<file path="config.mk">
export PLATFORM = sky130hd
export DESIGN_NAME = lphm_queue
export DESIGN_NICKNAME = d
export VERILOG_FILES = /design/src/rtl/lphm_pkg.sv /design/src/rtl/lphm_queue.sv
export SDC_FILE = /design/constraint.sdc
export NUM_CORES = 1
export LEC_CHECK = 0
export BUFFER_PORTS_ARGS = -buffer_cell sky130_fd_sc_hd__buf_2
export CAP_MARGIN = 10
export CELL_PAD_IN_SITES_DETAIL_PLACEMENT = 1
export CELL_PAD_IN_SITES_GLOBAL_PLACEMENT = 1
export CORE_ASPECT_RATIO = 1.2
export CORE_UTILIZATION = 48
export DETAILED_ROUTE_END_ITERATION = 8
export PLACE_DENSITY = 0.9
export SYNTH_ARGS = -nofsm -noshare
export SYNTH_HDL_FRONTEND = slang
export SYNTH_SLANG_ARGS = --single-unit
</file>
<file path="constraint.sdc">
create_clock -name clk_i -period 13.55 [get_ports clk_i]
set_clock_uncertainty 0.2 [all_clocks]
set_input_delay 2.71 -clock clk_i [delete_from_list [all_inputs] [get_ports clk_i]]
set_output_delay 2.71 -clock clk_i [all_outputs]
set_load 0.005 [all_outputs]
</file>
<file path="src/rtl/lphm_pkg.sv">
`timescale 1ns / 1ps
// ----------------------------------------------------------------------------
// lphm_pkg
// Shared types, constants and helpers of the linear probing hash map unit.
// ----------------------------------------------------------------------------
package lphm_pkg;

  // Table and key geometry
  localparam int TABLE_DEPTH = 128;
  localparam int KEY_BYTES   = 8;
  localparam int KEY_W       = 64;
  localparam int VALUE_W     = 32;
  localparam int OP_W        = 2;
  localparam int STATUS_W    = 3;
  localparam int SLOT_W      = 7;
  localparam int CFG_W       = 8;
  localparam int IDX_W       = $clog2(TABLE_DEPTH);
  localparam int CNT_W       = $clog2(TABLE_DEPTH + 1);

  // Home slot reduction: byte sum, then a restoring remainder a few bits a cycle
  localparam int SUM_W         = $clog2(KEY_BYTES * 255 + 1);
  localparam int STEPS_PER_CYC = 4;
  localparam int DIV_CYC       = (SUM_W + STEPS_PER_CYC - 1) / STEPS_PER_CYC;
  localparam int DIV_STEPS     = DIV_CYC * STEPS_PER_CYC;
  localparam int DIV_W         = DIV_STEPS + CNT_W;
  localparam int DIVC_W        = $clog2(DIV_CYC + 1);

  // Queues between the parts
  localparam int QUEUE_DEPTH = 2;
  localparam int QPTR_W      = $clog2(QUEUE_DEPTH);
  localparam int QCNT_W      = $clog2(QUEUE_DEPTH + 1);
  localparam int RSP_DEPTH   = 2;
  localparam int RPTR_W      = $clog2(RSP_DEPTH);
  localparam int RCNT_W      = $clog2(RSP_DEPTH + 1);

  // Configuration port
  localparam int              PADDR_W        = 3;
  localparam int              PDATA_W        = 32;
  localparam logic            REG_TABLE_SIZE = 1'b0;
  localparam logic [CFG_W-1:0] TABLE_SIZE_RST = CFG_W'(100);

  localparam logic [KEY_W-1:0] KEY_MASK = (KEY_BYTES >= 8) ? {KEY_W{1'b1}} :
      KEY_W'((65'(1) << (8 * KEY_BYTES)) - 65'(1));

  localparam logic signed [VALUE_W-1:0] FOUND_NONE = -32'sd1;

  typedef enum logic [OP_W-1:0] {
    OP_INSERT = 2'd0,
    OP_SEARCH = 2'd1,
    OP_REMOVE = 2'd2
  } op_e;

  typedef enum logic [STATUS_W-1:0] {
    ST_INSERTED  = 3'd0,
    ST_UPDATED   = 3'd1,
    ST_FULL      = 3'd2,
    ST_FOUND     = 3'd3,
    ST_NOT_FOUND = 3'd4,
    ST_DELETED   = 3'd5
  } status_e;

  typedef struct packed {
    logic [OP_W-1:0]           operation;
    logic [KEY_W-1:0]          key;
    logic signed [VALUE_W-1:0] value;
  } req_t;

  typedef struct packed {
    logic [STATUS_W-1:0]       status;
    logic signed [VALUE_W-1:0] found_value;
    logic [SLOT_W-1:0]         slot_index;
  } rsp_t;

  // Request with its home slot, as handed from front to back
  typedef struct packed {
    req_t             req;
    logic [IDX_W-1:0] home;
  } work_t;

  // Clamp the programmed size to the range the table supports
  function automatic logic [CNT_W-1:0] size_in_use(logic [CFG_W-1:0] ts);
    logic [CNT_W-1:0] n;
    if (ts == '0) begin
      n = CNT_W'(1);
    end else if (32'(ts) > 32'(TABLE_DEPTH)) begin
      n = CNT_W'(TABLE_DEPTH);
    end else begin
      n = CNT_W'(ts);
    end
    return n;
  endfunction

endpackage

</file>
<file path="src/rtl/lphm_queue.sv">
`timescale 1ns / 1ps
// ----------------------------------------------------------------------------
// lphm_queue
// Short work queue that decouples the hashing front from the probing back.
// ----------------------------------------------------------------------------
module lphm_queue import lphm_pkg::*; (
  input  logic  clk_i,
  input  logic  rst_ni,
  input  logic  push_i,
  input  work_t data_i,
  output logic  full_o,
  output logic  valid_o,
  output work_t data_o,
  input  logic  pop_i
);

  work_t              buf_q [QUEUE_DEPTH];
  logic [QPTR_W-1:0]  wr_q, rd_q;
  logic [QCNT_W-1:0]  cnt_q;
  logic               do_push, do_pop;

  assign full_o  = (cnt_q == QCNT_W'(QUEUE_DEPTH));
  assign valid_o = (cnt_q != '0);
  assign data_o  = buf_q[rd_q];
  assign do_push = push_i && !full_o;
  assign do_pop  = pop_i && valid_o;

  // Advance pointers and occupancy
  always_ff @(posedge clk_i or negedge rst_ni) begin
    if (!rst_ni) begin
      wr_q  <= '0;
      rd_q  <= '0;
      cnt_q <= '0;
    end else begin
      if (do_push) begin
        wr_q <= (wr_q == QPTR_W'(QUEUE_DEPTH - 1)) ? '0 : wr_q + QPTR_W'(1);
      end
      if (do_pop) begin
        rd_q <= (rd_q == QPTR_W'(QUEUE_DEPTH - 1)) ? '0 : rd_q + QPTR_W'(1);
      end
      if (do_push && !do_pop) begin
        cnt_q <= cnt_q + QCNT_W'(1);
      end else if (do_pop && !do_push) begin
        cnt_q <= cnt_q - QCNT_W'(1);
      end
    end
  end

  // Store the entry
  always_ff @(posedge clk_i) begin
    if (do_push) begin
      buf_q[wr_q] <= data_i;
    end
  end

endmodule

</file>
After elaboration in Yosys (flattened, before gate mapping)
Memories as Yosys holds them, arrays and structs flattened.
Cells that the tools add are included.
Widths: inputs -> output; s select.
{"block": "word_totals", "word_cells": 24, "reg_bits": 4, "mem_bits_ro": 0, "mem_bits_rw": 210, "latch_bits": 0, "mem_count": 1, "out_inout_bits": 107}
{"memory": "buf_q", "words": 2, "word_bits": 105, "rd": 1, "rd_ports_with_merged_regs": 0, "wr": 1, "line": "lphm_queue.sv:17", "source": "work_t buf_q [QUEUE_DEPTH];"}
{"block": "classes", "eq_ne": 1, "div": 0, "bitwise": 0, "mul": 0, "reduce_logical": 9, "add_sub_neg": 4, "shifts": 0, "order_cmp": 0, "n_mux": 6}
{"cell": "$logic_and 1x1->1", "count": 4}
{"cell": "$mux 1", "count": 4}
{"cell": "$mux 2", "count": 2}
{"cell": "$reduce_bool 2->1", "count": 2}
{"cell": "$logic_not 1->1", "count": 3}
{"cell": "$add 1x1->1 const B", "count": 2}
{"cell": "$add 2x1->2 const B", "count": 1}
{"cell": "$eq 2x2->1 const B", "count": 1}
{"cell": "$sub 2x1->2 const B", "count": 1}

Longest topological paths before layout
{"block": "depth", "ltp_word": 7, "mapped_depth": 7, "mapped_depth_nobuf": 7}

Worst setup path before layout
OpenSTA, ideal clock, no wires.
{"block": "synth_timing", "path_kind": "input-to-reg", "from": "input port push_i", "to": "memory buf_q[0][0] (netlist name) (enable)", "t_arrival_ps": 7168, "path_buffers": 0, "stages": 2, "setup_time_ps": 570, "setup_slack_ps": 5613, "cell_sequence": "nand2_1 > nor2_1"}
{"block": "synth_via", "elab_chain_cells": 3}
{"element": "start, declared", "line": "lphm_queue.sv:9", "source": "input logic push_i,"}
{"element": "$logic_and 1x1->1", "line": "lphm_queue.sv:25", "source": "assign do_push = push_i && !full_o;"}
{"element": "$mux 1", "line": "lphm_queue.sv:51", "source": "if (do_push) begin"}
{"element": "$mux 1 (implied by the code)", "line": "lphm_queue.sv:52", "source": "buf_q[wr_q] <= data_i;"}
{"element": "end, declared", "line": "lphm_queue.sv:17"}
No other way between the ends.

==> metrics.yaml <==
status:
  status: "completed"
pwr:
  clkPwrFrac_pct: 25.4
  p_sw_mw: 0.564
  ir_drop_mv: 0.144
  seqPwrFrac_pct: 46.8
  p_int_mw: 1.51
  pwr_density_cell_mw_per_mm2: 211
  p_total_mw: 2.08
  combPwrFrac_pct: 27.8
  power.leakage_nw: 3.80
  swShare_pct: 27.2
min_path:
  hold_depth: 1
  hold_path_end: "cnt_q[1]$_DFFE_PN0P_"
  hold_path.class: "reg -> reg"
  holdCritStartpoint: "cnt_q[1]$_DFFE_PN0P_"
floorplan:
  fp.dieW_um: 119
  start_util_pct: 49.0
  core_mm2: 0.0162
  die_y_um: 143
  std_cell_rows: 51
  dieArea_mm2: 0.0170
  pin_count: 216
worst_setup_path:
  worst_ep_required_time_ns: 10.64
  cp_slowest_stage_delay_ns: 0.92
  critPathSlowestCell: "buf_4"
  rr_worst_depth: 4
  reg2reg_from: "cnt_q[0]$_DFFE_PN0P_"
  path_class: "reg -> out"
  startpoint_type: "flip-flop"
  cp_num_buf_inv: 2
  crit_arrival_ns: 2.87
  path_cells: "buf_4 > mux2_2 > buf_2"
  crit_family: "buffers and inverters"
  reg2reg_slack_ns: 10.56
  cp_max_fo: 72
  endpoint_kind: "output pin"
  worstReg2RegEnd: "buf_q[0][24]$_DFFE_PP_"
yosys:
  synth_xor_xnor_area_share_pct: 0.552
  synth.top_cells.by_area: "edfxtp_1 (79%), mux2_2 (9.2%), mux2_4 (7.6%), dfrtp_1 (1.3%), buf_6 (0.85%)"
  yosysTopAreaCellShare_pct: 79.5
  avgSynthCellArea_um2: 22.9
  synthFlopType: "edfxtp_1"
  synth_top_family_by_area: "multiplexers"
  synth_simple_gate_area_share_pct: 0.426
  syn_area_mm2: 0.00793
  synthTopCellsByCount: "edfxtp_1 (210), mux2_2 (65), mux2_4 (40)"
  async_flop_share_pct: 1.87
  seq_area_frac_synth_pct: 80.7
  synth_edf_count: 210
  yosysUniqueCellTypes: 15
  synth_most_common_cell: "edfxtp_1"
  synthMuxAreaShare_pct: 16.8
  yosys.area.top_type: "edfxtp_1"
  synth_warnings: 0
  synth_fp_nets: 456
  synthAdderAreaFrac_pct: 0.158
  syn_inst: 346
  synth_compound_area_share_pct: 0
  synth-seq-cells: 214
clock_tree:
  clk_latency_ns: 0.50
  clock-sinks: 214
  path_clk_slew_ns: 0.06
  cts_resized: 0
  clock_path_buffers: 3
  numCtsBuffers: 22
  cts_tree: "built"
  post_cts_buffers: 0
  htree_levels: 1
  clock-root-buffer: "clkbuf_16"
  ctsHoldBuffers: 0
layout:
  nets: 686
  drive_above_1_share_pct: 60.1
  area_delta_synth_final_pct: 24.1
  instances_no_fill: 801
  antenna_cells: 0
  utilization_pct: 60.8
sta:
  rsz0062_at_grt: "no"
  max_slew_margin_pct: 22.3
  tns_ns: 0
  min_period_over_period_pct: 42.7
  maxSlewViolCount: 0
  fin_ws_ns: 7.77
  fmax_ghz: 0.173
  hold_violations: 0
  setup_viol: 0
  period_minus_slack_ns: 5.78
  worst_pin_slew_ns: 1.17
route:
  vias_per_cell: 4.98
  drc: 0
  drt_wl_total_mm: 15.9
  num_vias: 3987
  drtIter0Drc: 209
  ant_nets: 0
  drt_first_pass_iters: 4
  wire_per_inst_um: 19.8
placement:
  place_ws_ns: 8.30
  dp_cells: 764
  place_congestion: 0.707
  portBuffers: 215
  dpl.hpwl_mm: 10.9
global_routing:
  gr-total-overflow: 0
  grt_use_total_pct: 18.2
  grt_max_degree: 80
  first_global_vias: 4372
  grt_pass1_wl_mm: 23.4
  antenna_found_initial: 1
flow_run:
  maxCapViolCount: 0
[registers in the layout, summed over array words and instances (netlist names)]
signal,flops
buf_q,210
cnt_q,2
wr_q,1
rd_q,1
[area by class of cell]
cell class / instances / area [um2]
Sequential cell: 214 / 6410
Fill cell: 1498 / 6360
Multi-Input combinational cell: 118 / 1440
Timing Repair Buffer: 218 / 1100
Clock buffer: 29 / 577
Tap cell: 212 / 265
Clock inverter: 8 / 56.3
Inverter: 2 / 7.51
[through the flow]
step                cell area [um2]  hold WS [ns]
floorplan                      7930         0.256
global placement               9220         0.272
detailed placement             9220         0.321
CTS                            9850         0.337
global route                   9850         0.367
finish                         9850         0.338
[layout by cell type (no fill, tap or decap), types with 2 or more instances in the layout]
| master | instances |
|---|---|
| buf_2 | 215 |
| buf_4 | 3 |
| clkbuf_1 | 7 |
| clkbuf_16 | 22 |
| clkinv_1 | 3 |
| clkinv_2 | 2 |
| dfrtp_1 | 3 |
| edfxtp_1 | 210 |
| inv_1 | 2 |
| mux2_2 | 65 |
| mux2_4 | 40 |
| nand2_1 | 2 |
| xnor2_1 | 3 |
| xor2_1 | 2 |
[worst reg2reg max path, cell delays in order, from the launching register on]
cell	delay (ns)
dfrtp_1	0.42
nand2b_1	0.19
nand2_1	0.16
nor2_4	0.63
buf_4	0.92
[kinds of logic (layout without fill, tap and decap cells)]
kind of cell / Yosys count / count (layout)
xor gates and xnor gates: 5 / 5
adders and majority gates: 1 / 1
buffers and inverters: 14 / 257
DFF: 214 / 214
muxes: 105 / 105
and+or+nand+nor: 7 / 7
[worst max-delay path by stage]
stage,from,end,slack (ns),depth (start not counted)
after floorplan,push_i,buf_q[0][0]$_DFFE_PP_,5.61,2
after global placement,rd_q$_DFFE_PN0P_,data_o[26],8.37,3
after detailed placement,rd_q$_DFFE_PN0P_,data_o[30],8.30,3
after CTS,rd_q$_DFFE_PN0P_,data_o[30],7.76,3
after global routing,rd_q$_DFFE_PN0P_,data_o[14],7.65,3
final,rd_q$_DFFE_PN0P_,data_o[14],7.77,3
[power groups by stage]
stage / Sequential [mW] / Clock, mW / Combinational [mW]
after floorplan: 0.964 / 0 / 0.388
after detailed placement: 0.987 / 0 / 0.587
after CTS: 0.975 / 0.545 / 0.590
final: 0.972 / 0.528 / 0.576
after global placement: 0.970 / 0 / 0.565
after global routing: 0.986 / 0.565 / 0.618
[routing by layer]
metal,part of all wire [%],global-route usage (%),wire [um],vias up
met5,0.082,0,13,-
met4,2.0,5.39,316,2
met3,6.8,4.55,1080,27
met2,56,35.6,8890,164
met1,35,19.1,5590,1967
li1,-,-,-,1827
No activity file was read; power rests on OpenSTA's default activity.
